[config.mk]
export PLATFORM = sky130hd
export DESIGN_NAME = lphs_hash
export DESIGN_NICKNAME = d
export VERILOG_FILES = /design/src/hdl/lphs_pkg.sv /design/src/hdl/lphs_hash.sv
export SDC_FILE = /design/constraint.sdc
export NUM_CORES = 2
export LEC_CHECK = 0
export BUFFER_PORTS_ARGS = -buffer_cell sky130_fd_sc_hd__buf_4
export CORE_MARGIN = 5
export CORE_UTILIZATION = 25
export CTS_CLUSTER_DIAMETER = 200
export DETAILED_ROUTE_END_ITERATION = 8
export PLACE_DENSITY = 0.39
export SYNTH_ARGS = -nofsm -noshare
export SYNTH_HDL_FRONTEND = slang
export SYNTH_SLANG_ARGS = --single-unit
[constraint.sdc]
create_clock -name aclk -period 11.5 [get_ports aclk]
set_input_delay 2.3 -clock aclk [delete_from_list [all_inputs] [get_ports aclk]]
set_output_delay 2.3 -clock aclk [all_outputs]
set_load 0.05 [all_outputs]
[src/hdl/lphs_pkg.sv]
// Package for the linear-probing hash set: widths, codes, the table entry type
// and the state encodings. No dependencies.
package lphs_pkg;

    localparam int KEY_W           = 64;
    localparam int CAP_W           = 11;
    localparam int MUL_W           = 32;
    localparam int DEF_TABLE_DEPTH = 1024;
    localparam int DIV_BITS        = 4;
    localparam int DIV_STEPS       = KEY_W / DIV_BITS;
    localparam int DIV_CNT_W       = $clog2(DIV_STEPS);

    localparam logic [MUL_W-1:0] HASH_MULT   = 32'd2654435761;
    localparam logic [CAP_W-1:0] CAP_RESET   = 11'd1024;

    typedef enum logic {
        OP_INSERT = 1'b0,
        OP_QUERY  = 1'b1
    } op_t;

    typedef struct packed {
        logic             used;
        logic [KEY_W-1:0] key;
    } slot_t;

    typedef enum logic [1:0] {
        H_IDLE,
        H_MUL_LO,
        H_MUL_HI,
        H_DIV
    } hash_state_t;

    typedef enum logic [1:0] {
        ST_CLEAR,
        ST_IDLE,
        ST_HASH,
        ST_CHECK
    } ctrl_state_t;

endpackage

[src/hdl/lphs_hash.sv]
// Home slot unit: key times the hash multiplier on one shared 32x32 multiplier,
// then the 64-bit product modulo the capacity, four quotient bits per cycle.
// Depends on lphs_pkg.
module lphs_hash #(
    parameter int  TABLE_DEPTH = lphs_pkg::DEF_TABLE_DEPTH,
    localparam int IDX_W       = $clog2(TABLE_DEPTH)
) (
    input  logic                       aclk,
    input  logic                       aresetn,
    input  logic                       start,
    input  logic [lphs_pkg::KEY_W-1:0] key,
    input  logic [lphs_pkg::CAP_W-1:0] cap,
    output logic                       done,
    output logic [IDX_W-1:0]           idx
);
    import lphs_pkg::*;

    hash_state_t          state_reg, state_next;
    logic [KEY_W-1:0]     key_reg, key_next;
    logic [KEY_W-1:0]     prod_reg, prod_next;
    logic [CAP_W-1:0]     rem_reg, rem_next;
    logic [DIV_CNT_W-1:0] cnt_reg, cnt_next;
    logic                 done_reg, done_next;

    logic [MUL_W-1:0]       mul_a;
    logic [2*MUL_W-1:0]     mul_p;
    logic [CAP_W:0]         trial;
    logic [CAP_W-1:0]       rem_step;
    logic [CAP_W+IDX_W-1:0] idx_ext;

    assign mul_a = (state_reg == H_MUL_HI) ? key_reg[KEY_W-1:MUL_W] : key_reg[MUL_W-1:0];
    assign mul_p = mul_a * HASH_MULT;

    // Restoring remainder over the next DIV_BITS product bits, most significant first.
    always_comb begin
        rem_step = rem_reg;
        trial    = '0;
        for (int i = 0; i < DIV_BITS; i++) begin
            trial = {rem_step, prod_reg[KEY_W-1-i]};
            if (trial >= {1'b0, cap}) begin
                trial = trial - {1'b0, cap};
            end
            rem_step = trial[CAP_W-1:0];
        end
    end

    always_comb begin
        state_next = state_reg;
        key_next   = key_reg;
        prod_next  = prod_reg;
        rem_next   = rem_reg;
        cnt_next   = cnt_reg;
        done_next  = 1'b0;
        case (state_reg)
            H_IDLE: begin
                if (start) begin
                    key_next   = key;
                    state_next = H_MUL_LO;
                end
            end
            H_MUL_LO: begin
                prod_next  = mul_p;
                state_next = H_MUL_HI;
            end
            H_MUL_HI: begin
                // Only the low half of the upper partial product survives mod 2^64.
                prod_next  = {prod_reg[KEY_W-1:MUL_W] + mul_p[MUL_W-1:0],
                              prod_reg[MUL_W-1:0]};
                rem_next   = '0;
                cnt_next   = '0;
                state_next = H_DIV;
            end
            H_DIV: begin
                rem_next  = rem_step;
                prod_next = prod_reg << DIV_BITS;
                cnt_next  = cnt_reg + 1'b1;
                if (cnt_reg == DIV_CNT_W'(DIV_STEPS - 1)) begin
                    done_next  = 1'b1;
                    state_next = H_IDLE;
                end
            end
            default: begin
                state_next = H_IDLE;
            end
        endcase
    end

    always_ff @(posedge aclk) begin
        if (!aresetn) begin
            state_reg <= H_IDLE;
            done_reg  <= 1'b0;
        end else begin
            state_reg <= state_next;
            done_reg  <= done_next;
        end
        key_reg  <= key_next;
        prod_reg <= prod_next;
        rem_reg  <= rem_next;
        cnt_reg  <= cnt_next;
    end

    // The remainder is below the capacity, which never exceeds the table depth.
    assign idx_ext = {{IDX_W{1'b0}}, rem_reg};
    assign idx     = idx_ext[IDX_W-1:0];
    assign done    = done_reg;

endmodule

## After elaboration in Yosys (flattened, before gate mapping)

Index checks and enable logic that the tools add are counted.

| storage, ports and cells | value |
|---|---|
| memories | 0 |
| bits of input ports | 78 |
| bits in latches | 0 |
| ROM bits | 0 |
| register bits | 146 |
| bits in writable memories | 0 |

| operators by class | value |
|---|---|
| $add $sub $neg | 6 |
| equality and inequality tests | 6 |
| order comparisons | 4 |
| bitwise operators | 1 |
| shift-type cells | 0 |
| muxes and demuxes | 12 |
| reductions and logical operators | 8 |
| multiply operators | 1 |
| divide/modulo/power cells | 0 |

Operators with widths:

| operator | number |
|---|---|
| case mux 64 bit (3 select lines) | 1 |
| multiplier 32 x 32 -> 64 bit, second input constant | 1 |
| greater-or-equal comparator 12 x 11 -> 1 bit | 4 |
| 2-to-1 mux 11 bit | 4 |
| subtractor 11 bit | 4 |
| adder 32 bit | 1 |
| 2-to-1 mux 32 bit | 1 |
| case mux 11 bit (2 select lines) | 1 |
| case mux 2 bit (4 select lines) | 1 |
| case mux 4 bit (2 select lines) | 1 |
| AND reduction 2 bit | 4 |
| adder 4 x 1 -> 4 bit, second input constant | 1 |
| == test 2 bit, second input constant | 2 |
| == test 4 bit, second input constant | 1 |
| 2-to-1 mux 2 bit | 2 |
| inequality test 2 bit, second input constant | 2 |
| nonzero test 2 bit | 2 |
| nonzero test 3 bit | 1 |
| == test 2 x 1 -> 1 bit, second input constant | 1 |
| logical NOT 2 bit | 1 |
| 2-to-1 mux 1 bit | 1 |
| NOT 1 bit | 1 |

## Longest topological paths before layout

| logic depth | value |
|---|---|
| depth in word-level cells | 9 |
| gate-level depth with buffers | 44 |
| depth with buffers taken out | 40 |

## Least setup slack after synthesis

No wires, ideal clock.

| timing | value |
|---|---|
| kind | input -> register |
| start | input port cap[1] (netlist bit) |
| end | register rem_reg[6], data pin |
| required time | 11.244 ns |
| arrival time | 10.473 ns |
| path slack | 0.771 ns |
| stages on the path | 37 |
| path through | inv_1 > fa_1 > a211oi_1 > o211ai_1 > a221o_1 > buf_1 > mux2_2 > ha_1 > and3_1 > a221oi_4 > a21oi_2 > a2111oi_4 > o22ai_2 > clkbuf_1 > mux2_2 > ha_1 > nor2b_1 > o31ai_1 > a21oi_1 > o221a_2 > nor2_1 > or3b_1 > buf_2 > a21oi_1 > a21oi_1 > fa_1 > a21o_1 > a211oi_1 > o21ai_0 > nand2_1 > a21oi_1 > o21ai_0 > o211ai_1 > a211oi_4 > buf_6 > mux2i_1 > nor2b_1 |

| between the ends | value |
|---|---|
| cells in the longest elaborated chain, start to end | 9 |

Ends and longest elaborated chain:

| item | line | text |
|---|---|---|
| from (decl) | lphs_hash.sv:12 | `input logic [lphs_pkg::CAP_W-1:0] cap,` |
| subtractor 11 bit or greater-or-equal comparator 12 x 11 -> 1 bit (tied branches) | lphs_hash.sv:41, lphs_hash.sv:40 |  |
| 2-to-1 mux 11 bit | lphs_hash.sv:40 | `if (trial >= {1'b0, cap}) begin` |
| subtractor 11 bit or greater-or-equal comparator 12 x 11 -> 1 bit (tied branches) | lphs_hash.sv:41, lphs_hash.sv:40 |  |
| 2-to-1 mux 11 bit | lphs_hash.sv:40 |  |
| subtractor 11 bit or greater-or-equal comparator 12 x 11 -> 1 bit (tied branches) | lphs_hash.sv:41, lphs_hash.sv:40 |  |
| 2-to-1 mux 11 bit | lphs_hash.sv:40 |  |
| subtractor 11 bit or greater-or-equal comparator 12 x 11 -> 1 bit (tied branches) | lphs_hash.sv:41, lphs_hash.sv:40 |  |
| 2-to-1 mux 11 bit * | lphs_hash.sv:40 |  |
| case mux 11 bit (2 select lines) * | lphs_hash.sv:54 | `case (state_reg)` |
| to (signal assigned) | lphs_hash.sv:98 | `rem_reg <= rem_next;` |
| to (decl) | lphs_hash.sv:21 | `logic [CAP_W-1:0] rem_reg, rem_next;` |

Mark *: on every way between the ends. The rest lies on a longest branch, timed or not.
A chain may end at the register's enable or synchronous reset.

## Worst setup path in the final report

| timing | value |
|---|---|
| start | input port cap[0] (netlist bit) |
| end | register rem_reg[1], data pin |

| between the ends | value |
|---|---|
| cells in the longest elaborated chain, start to end | 9 |

Ends and longest elaborated chain:

| item | line |
|---|---|
| subtractor 11 bit or greater-or-equal comparator 12 x 11 -> 1 bit (tied branches) | lphs_hash.sv:41, lphs_hash.sv:40 |
| 2-to-1 mux 11 bit | lphs_hash.sv:40 |
| subtractor 11 bit or greater-or-equal comparator 12 x 11 -> 1 bit (tied branches) | lphs_hash.sv:41, lphs_hash.sv:40 |
| 2-to-1 mux 11 bit | lphs_hash.sv:40 |
| greater-or-equal comparator 12 x 11 -> 1 bit or subtractor 11 bit (tied branches) | lphs_hash.sv:40, lphs_hash.sv:41 |
| 2-to-1 mux 11 bit | lphs_hash.sv:40 |
| subtractor 11 bit or greater-or-equal comparator 12 x 11 -> 1 bit (tied branches) | lphs_hash.sv:41, lphs_hash.sv:40 |
| 2-to-1 mux 11 bit * | lphs_hash.sv:40 |
| case mux 11 bit (2 select lines) * | lphs_hash.sv:54 |

Marks and branches as above.

==> summary.txt <==
Outcome
  • Outcome: complete, no violations

STA
  • Max Freq: 0.0924 GHz
  • Fin crit share: 94.2%
  • Final hold vios: 0
  • Fin. max-slew vios: 0
  • Rel. slew slack: 36.6%
  • Minimum clock period: 10830 ps
  • Post-Route Setup TNS: 0 ps
  • Final setup vio count: 0
  • Worst-Margin Slew: 948 ps
  • Setup Skew: 15.7 ps
  • RSZ-0062 raised after global routing: no

Floorplanning
  • Chip width: 350 um
  • Core ar.: 115000 um2
  • Die area: 122000 um2
  • Initial Utilization: 25.2%
  • Die Y: 350 um
  • Rows: 124
  • Top Ports: 89

Synthesis
  • Syn avg cell area: 10.3 um2
  • Post-synth top area share: 31.6%
  • Syn Nets: 3820
  • Yosys warning total: 0
  • Number of synthesized register bits: 146
  • Ys flop type: edfxtp_1
  • Cell Area, Synth: 28900 um2
  • Seq/Total Area, Yosys: 15.1%
  • Cells after Synth: 2809
  • Share of async-settable or async-resettable flops after synthesis: 0%
  • Area contributors post-synth: fa_1 (32%), ha_1 (21%), edfxtp_1 (15%)
  • Most area-hungry cell type in the Yosys netlist: fa_1
  • Post-synth cell types: 76
  • Number of flops mapped to enable cells by yosys: 143

Clock tree
  • Clk sink count: 146
  • CTS root buffer: clkbuf_16
  • CTS Hold Bufs: 0
  • Maximum clock insertion buffer count: 2
  • CTS buffer count: 17
  • CTS resizes: 0
  • Post-CTS Setup Inserts: 0
  • CTS H-tree lvls: 4
  • CTS tree: yes
  • Clk slew on worst S/H paths: 80 ps
  • Clk_lat worst skew: 490 ps

Placement
  • GPL Wtd Cong: 0.848
  • DP HPWL: 77.3 mm
  • Port bufs: 88

Hold path
  • Hold Crit Class: reg -> reg

Setup path
  • Critical path's slowest cell: a221o_1
  • CP Data Required Time: 11750 ps
  • Register-to-register setup slack: 1380 ps
  • Critical path launch point: cap[0]
  • CP Data Arrival Time: 11080 ps
  • Worst R2R End: prod_reg[62]
  • Crit-path max cell delay: 490 ps
  • Reg2Reg Launch Point: state_reg[0]
  • CP dominant cell by count: a21oi_1
  • Crit path capture: rem_reg[1]
  • Critical Path Fanout Max: 14
  • Kind of critical path: in -> reg
  • Setup crit start kind: input pin
  • Crit path capture type: register
  • R2r worst-path depth: 33

GRT
  • Pin count of the biggest net entering global routing: 55
  • Initial antenna violation count: 1
  • First-pass GRT wire length: 135 mm
  • Vias in the first global route: 21.2k
  • GRT Util Overall: 14.8%
  • Grt ovf: 0

Routing
  • First-pass iteration count of the detailed router: 5
  • Drt wl/cell: 20.2 um
  • Via count: 19.7k
  • Routed Wire Length: 89.4 mm
  • Vias per inst: 4.46
  • # DRC: 0
  • Initial DRC Count: 915
  • Routed Antenna Nets: 0

Final layout
  • Fill cells: 12.2k
  • Layout overhead on the synthesized area: 11.1%
  • Area of the multi-input gates: 21800 um2
  • Most common library cell in the layout ignoring fill and taps: inv_1
  • Share of cells above drive strength 1: 7.34%
  • Final nets: 3901
  • Reg area: 4350 um2
  • Most frequent cells in the layout: inv_1 (654), ha_1 (475), fa_1 (456)

Flow run
  • Max-cap violations: 0
per-stage QoR:
step	setup slack, ps	std cells	area, um2	util, %	hold WS (ps)
final	672	4416	32100	28.0	541
after global placement	321	4383	31500	27.5	523
after CTS	718	4415	32100	28.0	544
after floorplan	771	2809	28900	-	500
after detailed placement	211	4383	31500	27.5	524
after global routing	36.8	4415	32100	28.0	574
cell usage after synthesis (7+ instances only):
master	n
a22o_1	27
inv_1	655
clkbuf_1	45
nand2b_1	22
o21bai_1	14
nand2_1	96
o21a_1	22
o211ai_1	16
o31ai_1	8
nor3_1	24
a21oi_1	115
buf_4	10
and3_1	12
o21ai_0	99
buf_1	7
edfxtp_1	143
nand4_1	25
nor2_1	80
xor2_1	52
nor2b_1	34
a31oi_1	11
o221ai_1	10
a21o_1	45
ha_1	477
xnor2_1	61
nand3_1	17
or2_2	7
and2_1	14
mux2_2	22
mux2i_1	38
a22oi_1	20
a221o_1	8
fa_1	456
a211oi_1	16
routing by layer:
layer,up-vias,share of wire (%),GRT usage [%]
met5,-,0,0
met4,0,1.3,2.59
met3,53,3.0,1.91
met2,287,47,24.2
met1,9873,49,21.2
li1,9498,-,-
worst min path at each step:
stage               slack [ps]      endpoint  cells after the start          from
floorplan                  500   prod_reg[7]                      2   prod_reg[3]
global placement           520  prod_reg[33]                      2  prod_reg[29]
detailed placement         520  prod_reg[33]                      2  prod_reg[29]
CTS                        540  prod_reg[33]                      2  prod_reg[29]
global route               570  prod_reg[33]                      2  prod_reg[29]
finish                     540  prod_reg[33]                      2  prod_reg[29]
kinds of logic (layout without fill, tap and decap cells):
family / count (synthesis) / after routing / synth area share [%]
fa+ha+maj: 933 / 933 / 52.3
buf+inv: 720 / 814 / 9.54
compound gates: 487 / 487 / 11.5
simple gates: 350 / 350 / 6.00
flops: 146 / 146 / 15.1
xor+xnor: 113 / 113 / 3.43
mux: 60 / 60 / 2.17
other cells: 0 / 1 / 0
worst max-delay path: cells and delay by family:
family | cells | cell delay, ps
buffers and inverters | 5 | 690
AO/OA/AOI/OAI | 20 | 4620
AND/OR/NAND/NOR | 5 | 1080
multiplexers | 3 | 630
adder cells (fa/ha/maj) | 5 | 1770
final cells by class:
class / count / area share [%]
diodes: 1 / 0.00780
clock buffers: 19 / 1.38
clock inverters: 13 / 0.507
inverters: 655 / 7.66
multi-input cells: 1943 / 68.0
flip-flops and latches: 146 / 13.6
well taps: 1512 / 5.90
repair buffers: 127 / 3.01
Power is not shown: default switching activity piles up to over one toggle a cycle in this logic, so the estimate is an artifact.
